[src/hdl/mnp_pkg.sv]
// mnp_pkg: shared types, codes and constants of the midi note pairing unit
// no dependencies; imported by the datapath, controller and top level
`timescale 1ns / 1ps

package mnp_pkg;

    localparam int SLOT_W   = 11;
    localparam int SLOT_NUM = 2048;
    localparam int CMD_W    = 2;
    localparam int CH_W     = 4;
    localparam int NOTE_W   = 7;
    localparam int VEL_W    = 7;
    localparam int TICK_P_W = 32;
    localparam int TPQ_W    = 15;

    localparam logic [CMD_W-1:0] CMD_NOTE_ON  = 2'd0;
    localparam logic [CMD_W-1:0] CMD_NOTE_OFF = 2'd1;
    localparam logic [CMD_W-1:0] CMD_FLUSH    = 2'd2;

    localparam logic KIND_NOTE = 1'b0;
    localparam logic KIND_DROP = 1'b1;

    localparam logic [VEL_W-1:0] RELEASE_DEFAULT = 7'd64;
    localparam logic [TPQ_W-1:0] TPQ_RESET       = 15'd480;

    typedef struct packed {
        logic [CMD_W-1:0]    command;
        logic [CH_W-1:0]     channel;
        logic [NOTE_W-1:0]   note_number;
        logic [VEL_W-1:0]    velocity;
        logic [TICK_P_W-1:0] event_tick;
    } t_evt;

    typedef struct packed {
        logic                kind;
        logic [TICK_P_W-1:0] start_tick;
        logic [TICK_P_W-1:0] end_tick;
        logic [CH_W-1:0]     out_channel;
        logic [NOTE_W-1:0]   out_note;
        logic [VEL_W-1:0]    on_velocity;
        logic [VEL_W-1:0]    release_velocity;
        logic                last;
    } t_note;

    // controller to datapath
    typedef struct packed {
        logic cap_item;
        logic clear_wr;
        logic push_wr;
        logic drop_load;
        logic pend_rd;
        logic pop_load;
    } t_dp_cmd;

    // datapath to controller
    typedef struct packed {
        logic clear_done;
        logic is_push;
        logic is_pop;
        logic is_flush;
        logic slot_empty;
        logic slot_full;
        logic last_pop;
        logic out_free;
    } t_dp_status;

endpackage

[src/hdl/mnp_ctrl.sv]
// mnp_ctrl: sequencing of slot clear, push, drop and pop/flush for the note pairing unit
// depends on mnp_pkg
`timescale 1ns / 1ps

module mnp_ctrl
    import mnp_pkg::*;
(
    input  logic       i_clk,
    input  logic       i_rst_n,
    input  logic       i_evt_valid,
    output logic       o_evt_ready,
    input  t_dp_status i_sts,
    output t_dp_cmd    o_cmd
);

    localparam logic [1:0] S_CLEAR  = 2'd0;
    localparam logic [1:0] S_IDLE   = 2'd1;
    localparam logic [1:0] S_DECODE = 2'd2;
    localparam logic [1:0] S_POP    = 2'd3;

    logic [1:0] r_state;
    logic [1:0] n_state;

    always_ff @(posedge i_clk) begin
        if (!i_rst_n) begin
            r_state <= S_CLEAR;
        end else begin
            r_state <= n_state;
        end
    end

    always_comb begin
        n_state = r_state;
        o_cmd   = '0;
        unique case (r_state)
            S_CLEAR: begin
                o_cmd.clear_wr = 1'b1;
                if (i_sts.clear_done) begin
                    n_state = S_IDLE;
                end
            end
            S_IDLE: begin
                if (i_evt_valid) begin
                    o_cmd.cap_item = 1'b1;
                    n_state        = S_DECODE;
                end
            end
            S_DECODE: begin
                if (i_sts.is_push) begin
                    if (!i_sts.slot_full) begin
                        o_cmd.push_wr = 1'b1;
                        n_state       = S_IDLE;
                    end else if (i_sts.out_free) begin
                        o_cmd.drop_load = 1'b1;
                        n_state         = S_IDLE;
                    end
                end else if (i_sts.is_pop || i_sts.is_flush) begin
                    if (i_sts.slot_empty) begin
                        n_state = S_IDLE;
                    end else begin
                        o_cmd.pend_rd = 1'b1;
                        n_state       = S_POP;
                    end
                end else begin
                    n_state = S_IDLE;
                end
            end
            S_POP: begin
                if (i_sts.out_free) begin
                    o_cmd.pop_load = 1'b1;
                    if (i_sts.is_flush && !i_sts.last_pop) begin
                        o_cmd.pend_rd = 1'b1;
                    end else begin
                        n_state = S_IDLE;
                    end
                end
            end
            default: begin
                n_state = S_CLEAR;
            end
        endcase
    end

    assign o_evt_ready = (r_state == S_IDLE);

`ifndef ASSERT_OFF
    a_no_push_full: assert property (@(posedge i_clk) disable iff (!i_rst_n)
        o_cmd.push_wr |-> !i_sts.slot_full)
        else $error("push into a full slot");

    a_no_accept_clear: assert property (@(posedge i_clk) disable iff (!i_rst_n)
        (r_state == S_CLEAR) |-> !o_evt_ready)
        else $error("word accepted during slot clear");

    a_flush_continues: assert property (@(posedge i_clk) disable iff (!i_rst_n)
        (o_cmd.pop_load && o_cmd.pend_rd) |=> (r_state == S_POP))
        else $error("flush left pop loop with orphans remaining");

    a_pop_nonempty: assert property (@(posedge i_clk) disable iff (!i_rst_n)
        o_cmd.pop_load |-> !i_sts.slot_empty)
        else $error("pop from an empty slot");
`endif

endmodule

[config.mk]
export PLATFORM = sky130hd
export DESIGN_NAME = mnp_ctrl
export DESIGN_NICKNAME = d
export VERILOG_FILES = /design/src/hdl/mnp_pkg.sv /design/src/hdl/mnp_ctrl.sv
export SDC_FILE = /design/constraint.sdc
export NUM_CORES = 1
export LEC_CHECK = 0
export ABC_AREA = 1
export BUFFER_PORTS_ARGS = -buffer_cell sky130_fd_sc_hd__buf_2
export CAP_MARGIN = 20
export CORE_AREA = 3 3 40 42
export CTS_CLUSTER_DIAMETER = 200
export CTS_CLUSTER_SIZE = 40
export DETAILED_ROUTE_END_ITERATION = 7
export DIE_AREA = 0 0 43 45
export SYNTH_ARGS = -nofsm -noshare
export SYNTH_HDL_FRONTEND = slang
export SYNTH_SLANG_ARGS = --single-unit
[constraint.sdc]
create_clock -name i_clk -period 1.5 [get_ports i_clk]
set_input_delay 0.225 -clock i_clk [delete_from_list [all_inputs] [get_ports i_clk]]
set_output_delay 0.225 -clock i_clk [all_outputs]
set_load 0.1 [all_outputs]
Word level (Yosys, flattened, before mapping)
Index checks and enable logic that the tools add are counted.
Widths: inputs -> output; s select.
{"block": "classes", "n_eq_ne": 8, "mux": 25, "n_reduce_logical": 5}
{"cell": "$mux 2", "n": 12}
{"cell": "$mux 1", "n": 11}
{"cell": "$ne 2x2->1 const B", "n": 4}
{"cell": "$pmux 2 s4", "n": 1}
{"cell": "$reduce_and 5->1", "n": 1}
{"cell": "$eq 2x2->1 const B", "n": 2}
{"cell": "$ne 4x4->1 const B", "n": 1}
{"cell": "$eq 2x1->1 const B", "n": 1}
{"cell": "$logic_not 2->1", "n": 1}
{"cell": "$pmux 1 s2", "n": 1}
{"cell": "$logic_and 1x1->1", "n": 1}
{"cell": "$logic_not 1->1", "n": 1}
{"cell": "$logic_or 1x1->1", "n": 1}
{"block": "totals", "ff_bits": 2, "in_bits": 11, "output_inout_bits": 7, "wordCells": 39}

Longest topological paths before layout
Gate-level depths: netlist (run 1).
{"block": "logic_depth", "ltp_word": 5, "depth_mapped": 10, "ltp_nobuf": 10}

Worst setup path before layout (run 1)
Ideal clock, no wire load.
{"block": "synth_timing", "path_kind": "register to output", "start": "register r_state[1]", "end": "output o_cmd[5] in the netlist's numbering", "arrival_ps": 2050, "required_ps": 1275, "slack_ps": -775, "stages_incl_launch_ff": 5, "path_buffers": 0, "cell_sequence": "dfxtp_1 bufinv_8 ha_1 nand2_1 inv_1"}
{"item": "from (decl)", "line_no": "mnp_ctrl.sv:21", "source": "logic [1:0] r_state;"}
{"item": "from (signal assigned)", "line_no": "mnp_ctrl.sv:28", "source": "r_state <= n_state;"}
{"item": "to (decl)", "line_no": "mnp_ctrl.sv:13", "source": "output t_dp_cmd o_cmd"}

==> impl_metrics.ini, run 1 <==
[clock_tree]
cts_root_buffer = sky130_fd_sc_hd__clkbuf_4
cts_htree_levels = 1
cts.sink_count = 2
clock_latency_ns = 0.22
tritoncts_clock_tree = yes
quantity_of_hold_fixing_buffers_added_after_cts = 0
clock_tree.buffer_depth = 2
cts_made_buffers = 3
clk_pin_slew_ns = 0.03

[timing]
finalClockSkew_ns = 0.00222
finalHoldViolations = 0
max_freq_ghz = 0.673
period_share_pct = 99.0
postLayoutSetupSlackWorst_ns = 0.0151
layout_min_cycle_time_ns = 1.48
timing.final.setup_violations = 0
worst_slew_pin_slew_ns = 0.215
slew_headroom_pct = 85.6
final_max_tran_viols = 0
grt_setup_unrepaired = yes

[pwr]
total_power_mw = 1.58
ir_worst_vdd_mv = 1.04
power_density_relative_to_cell_area_nw_per_um2 = 2100
leakage_nw = 0.390

[finish]
insertedDiodeCount = 0
area.growth.synth_to_final_pct = 109
cell_area_after_layout_um2 = 752
nets = 101
share_of_layout_cells_above_drive_strength_1_pct = 63.9
multiInputGateArea_um2 = 354
reg.largest.list = r_state: 2 flops
largest_reg_flops = 2
nFillCells = 119
seqCellArea_um2 = 47.5
largest-register = r_state

[drt]
detailed_router_iteration_count_before_antenna_repair = 3
via_per_inst = 3.98
postRouteAntennaNets = 0
routed_wirelength_um = 942
routedWlPerCell_um = 9.61
route.vias.total = 390
drt-initial-drc-count = 2
drc_errors = 0

[hold_path]
holdCritStartpoint = i_rst_n
worst_hold_path.endpoint = r_state[0]
hold_crit_path_type = input port to flop
hold_depth = 3

[global_route]
pin_count_of_the_biggest_net_entering_global_routing = 5
globalRoute.totalOverflow = 0
grt_pass1_wl_um = 1590
grtUsageTotal_pct = 11.3
grt_antenna_before_repair = 0
grt_pass1_vias = 360

[worst_setup_path]
critPathMaxFanout = 4
critPathRequiredTime_ns = 1.27
setup.worst_path.end_class = primary output
cp.arrival_ns = 1.26
r2r_start = r_state[1]
reg2reg_capture_point = r_state[0]
criticalPathCategory = flop to primary output
reg2reg_slack_ns = 0.08
worst_setup_path_start_kind = flop
reg2regPathDepth = 10

[logic_synthesis]
ys.warnings.count = 0
post-synth-top-count-cell = sky130_fd_sc_hd__nand2_1
syn_nets = 75
synth_top_area_share_pct = 17.8
ys_types = 13
async_flop_share_pct = 0
instance_count_of_the_mapped_netlist = 59
syn_area_um2 = 359
yosys-top-cells-count = 17 x sky130_fd_sc_hd__nand2_1, 12 x sky130_fd_sc_hd__inv_1, 6 x sky130_fd_sc_hd__nor2_1, 5 x sky130_fd_sc_hd__ha_1, 4 x sky130_fd_sc_hd__nand2_2
synth_area_leaders = sky130_fd_sc_hd__nand2_1 18%, sky130_fd_sc_hd__ha_1 17%, sky130_fd_sc_hd__inv_1 13%, sky130_fd_sc_hd__dfxtp_1 11%, sky130_fd_sc_hd__bufinv_8 9.8%
syn_avg_cell_area_um2 = 6.09
synth_largest_area_cell = sky130_fd_sc_hd__nand2_1
synth-main-ff-cell = sky130_fd_sc_hd__dfxtp_1
ys_ff_latch = 2
synth_seq_area_share_pct = 11.1
synth_enable_flop_cells = 0

[die]
number_of_placement_rows = 13
die_h_um = 45
die_area_um2 = 1940
coreArea_um2 = 1280
floorplan.die.width_um = 43
start_util_pct = 27.9
ios = 18

[run]
max_cap_violations = 0

[placement]
dp_hpwl_um = 680
placer_congestion = 0.719
dpl_worst_slack_ns = 0.0945
dpl-instance-area_um2 = 634
port_buffers = 17

[outcome]
status = finished clean
cell type report:
cell class                 count  share of cell area (%)
timing repair buffer          21                    29.3
sequential                     2                    6.32
inverter                      17                    11.8
tap                           15                    2.50
multi-input combinational     40                    47.1
clock buffer                   3                    3.00
report_power, final:
part           switching [mW]  internal (mW)
clock network          0.0297         0.0882
logic                   0.763          0.547
registers              0.0542         0.0964
worst max path at each step:
stage,from,to,cells past startpoint
after floorplan,r_state[1],o_cmd[5],4
after global placement,r_state[0],r_state[1],10
after detailed placement,r_state[0],o_cmd[1],5
after CTS,r_state[0],o_cmd[3],5
after global routing,r_state[1],o_cmd[5],5
final,r_state[1],o_cmd[5],5
per-stage QoR:
| stage | util [%] | std cells | hold WS, ns | TNS, ns |
|---|---|---|---|---|
| 2_1_floorplan | - | 59 | 0.352 | -0.134 |
| 3_3_place_gp | 49.4 | 91 | 0.471 | 0 |
| 3_5_place_dp | 49.4 | 91 | 0.480 | 0 |
| 4_1_cts | 54.7 | 95 | 0.237 | -0.104 |
| 5_1_grt | 58.5 | 98 | 0.237 | -0.0396 |
| 6_report | 58.5 | 98 | 0.245 | 0 |
routing by layer:
| metal | vias to the layer above | part of all wire [%] | global-route usage (%) |
|---|---|---|---|
| li1 | 217 | - | - |
| met3 | 0 | 6.8 | 3.19 |
| met5 | - | 0 | 0 |
| met1 | 160 | 39 | 12.0 |
| met2 | 13 | 54 | 19.8 |
| met4 | 0 | 0 | 7.23 |
worst max-delay path, stage by stage, from the launching register on:
cell and delay, ns:
sky130_fd_sc_hd__dfxtp_4 0.36, sky130_fd_sc_hd__bufinv_8 0.19, sky130_fd_sc_hd__ha_4 0.17, sky130_fd_sc_hd__nand2_4 0.07, sky130_fd_sc_hd__clkinvlp_4 0.09, sky130_fd_sc_hd__buf_12 0.17
what timing repair did:
item | in CTS | in global routing
pin swaps | 3 | 3
buffers inserted | 1 | 3
resized for setup | 8 | 8
endpoints found under the setup margin | 5 | 7
layout by cell type, fill, tap and decap left out, types with 3 or more instances in the layout:
| cell type | synthesis | routed |
|---|---|---|
| sky130_fd_sc_hd__buf_2 | 0 | 10 |
| sky130_fd_sc_hd__nor2_2 | 2 | 3 |
| sky130_fd_sc_hd__nor2_4 | 1 | 3 |
| sky130_fd_sc_hd__nor2_1 | 6 | 3 |
| sky130_fd_sc_hd__ha_4 | 0 | 4 |
| sky130_fd_sc_hd__nand2_1 | 17 | 14 |
| sky130_fd_sc_hd__clkbuf_4 | 0 | 3 |
| sky130_fd_sc_hd__nand2_2 | 4 | 4 |
| sky130_fd_sc_hd__inv_1 | 12 | 11 |
| sky130_fd_sc_hd__buf_4 | 0 | 4 |
| sky130_fd_sc_hd__nand2_4 | 0 | 3 |
| sky130_fd_sc_hd__inv_2 | 3 | 3 |
| sky130_fd_sc_hd__buf_12 | 0 | 7 |
kinds of logic after synthesis:
kind of cell             Yosys count  share of synthesized area [%]
AND/OR/NAND/NOR                   34                           44.6
AO/OA/AOI/OAI                      1                           1.39
adder cells (fa/ha/maj)            5                           17.4
flip-flops                         2                           11.2
buffers and inverters             17                           25.4
(Power assumes the default switching activity.)
==> run 2: changes to the inputs <==
Settings changed: CTS_BUF_LIST from default to sky130_fd_sc_hd__clkbuf_8 sky130_fd_sc_hd__clkbuf_16, CTS_CLUSTER_SIZE 40 to default.
Clock period 1.5 ns to 1.2 ns, I/O delays scaled along.
==> run 2 against run 1 <==
The flow now finishes with violations (negative setup slack). Largest power group unchanged. Worst hold slack got worse by 0.046 ns. Core utilization rose by 5.0 points. Combinational power rose by 31%. Highest routed layer is now met4. Largest cell class unchanged. Clock-buffer cell count did not move. Critical endpoint is now o_cmd[2]. Clock power rose by 130%. Via count rose by 11%. Non-clock buffer count rose by 5. First-iteration DRC count did not move. Cell area rose by 8.5%.
==> impl_metrics.ini, run 2 (synthesized netlist as in run 1, its figures left out) <==
[finish]
largest-register = r_state
insertedDiodeCount = 0
layout.cells.most_common = sky130_fd_sc_hd__nand2_1
nets = 106
largest_reg_flops = 2
nFillCells = 103
fin_util_pct = 63.5
layout_common_cells = 12 x sky130_fd_sc_hd__nand2_1, 10 x sky130_fd_sc_hd__inv_1, 10 x sky130_fd_sc_hd__buf_2
layout_cells_excl_fill = 103
reg.largest.list = r_state: 2 flops
area.growth.synth_to_final_pct = 127
share_of_layout_cells_above_drive_strength_1_pct = 68.2

[worst_setup_path]
criticalPathCategory = flop to primary output
worst_setup_path_start_kind = flop
critPathRequiredTime_ns = 1.02
critPathMaxFanout = 4
setup.worst_path.end_class = primary output
cp.arrival_ns = 1.21

[timing]
postLayoutSetupSlackWorst_ns = -0.185
grt_setup_unrepaired = yes
worst_slew_pin_slew_ns = 0.265
final_max_tran_viols = 0
finalClockSkew_ns = 0.00267
slew_headroom_pct = 82.3
minimum_hold_slack_ns = 0.199
layout_min_cycle_time_ns = 1.39
timing.final.setup_violations = 9
finalHoldViolations = 0
period_share_pct = 115
max_freq_ghz = 0.722

[die]
start_util_pct = 27.9
floorplan.die.width_um = 43
die_h_um = 45
number_of_placement_rows = 13
die_area_um2 = 1940
coreArea_um2 = 1280
ios = 18

[clock_tree]
tritoncts_clock_tree = yes
cts_made_buffers = 3
clock_latency_ns = 0.21
clock_tree.buffer_depth = 2
cts_root_buffer = sky130_fd_sc_hd__clkbuf_8
cts.sink_count = 2
clk_pin_slew_ns = 0.03
cts_htree_levels = 1

[global_route]
grtUsageTotal_pct = 12.6
grt_pass1_wl_um = 1720
globalRoute.totalOverflow = 0
grt_antenna_before_repair = 0
pin_count_of_the_biggest_net_entering_global_routing = 5
grt_pass1_vias = 425

[pwr]
leakage_nw = 0.409
ir_worst_vdd_mv = 1.52
power_density_relative_to_cell_area_nw_per_um2 = 2690
total_power_mw = 2.20

[outcome]
violations = negative setup slack
status = finished with violations

[drt]
routed_wirelength_um = 1080
via_per_inst = 4.19
route.vias.total = 432
routedWlPerCell_um = 10.5
drt-initial-drc-count = 2
drc_errors = 0
detailed_router_iteration_count_before_antenna_repair = 2
postRouteAntennaNets = 0

[placement]
dp_hpwl_um = 773
placer_congestion = 0.708
dpl_worst_slack_ns = -0.0337
port_buffers = 17
numPlacedInstances = 93

[hold_path]
hold_crit_path_type = input port to flop

[run]
max_cap_violations = 0
[run 2: final cells by class]
cell class / instances / area, um^2 / area share [%]
well taps: 15 / 18.8 / 2.30
inverters: 17 / 86.3 / 10.6
flip-flops and latches: 2 / 47.5 / 5.83
multi-input cells: 40 / 357 / 43.7
repair buffers: 26 / 265 / 32.5
clock buffers: 3 / 41.3 / 5.06
[run 2: per-layer routing]
metal	wire length, um	GRT usage, %
met5	0	0
met3	48	1.99
met2	615	22.2
met1	372	11.8
met4	44	13.9
[run 2: worst max-delay path, cell delays in order, from the launching register on]
cell and delay (ns):
sky130_fd_sc_hd__dfxtp_4 0.37, sky130_fd_sc_hd__inv_8 0.07, sky130_fd_sc_hd__ha_4 0.18, sky130_fd_sc_hd__nand3_4 0.08, sky130_fd_sc_hd__nor2_4 0.10, sky130_fd_sc_hd__buf_12 0.18
[run 2: per-stage QoR]
step,setup TNS (ns),cell area [um^2]
CTS,-1.18,796
finish,-1.12,816
global route,-1.52,816
detailed placement,-0.0456,692
global placement,-0.0107,692
floorplan,-0.854,468
[run 2: what timing repair did]
item | in CTS | in global routing
endpoints found under the setup margin | 9 | 9
hold buffers | 0 | 0
pin swaps | 9 | 2
resized for setup | 5 | 2
endpoints found under the hold margin | 0 | 0
setup buffers | 5 | 2
[run 2: where the power goes]
group          internal [mW]  switching (mW)  total [mW]
clock                  0.212          0.0542       0.266
combinational          0.729           0.981        1.71
sequential             0.121          0.0986       0.220
[run 2: final timing paths]
path,slack [ns],endpoint,depth (start not counted),from
setup / recovery,-0.19,o_cmd[2],5,r_state[0]
hold / removal,0.20,r_state[0],3,i_rst_n
setup reg to reg,-0.11,r_state[1],10,r_state[0]
hold reg to reg,0.71,r_state[1],5,r_state[1]
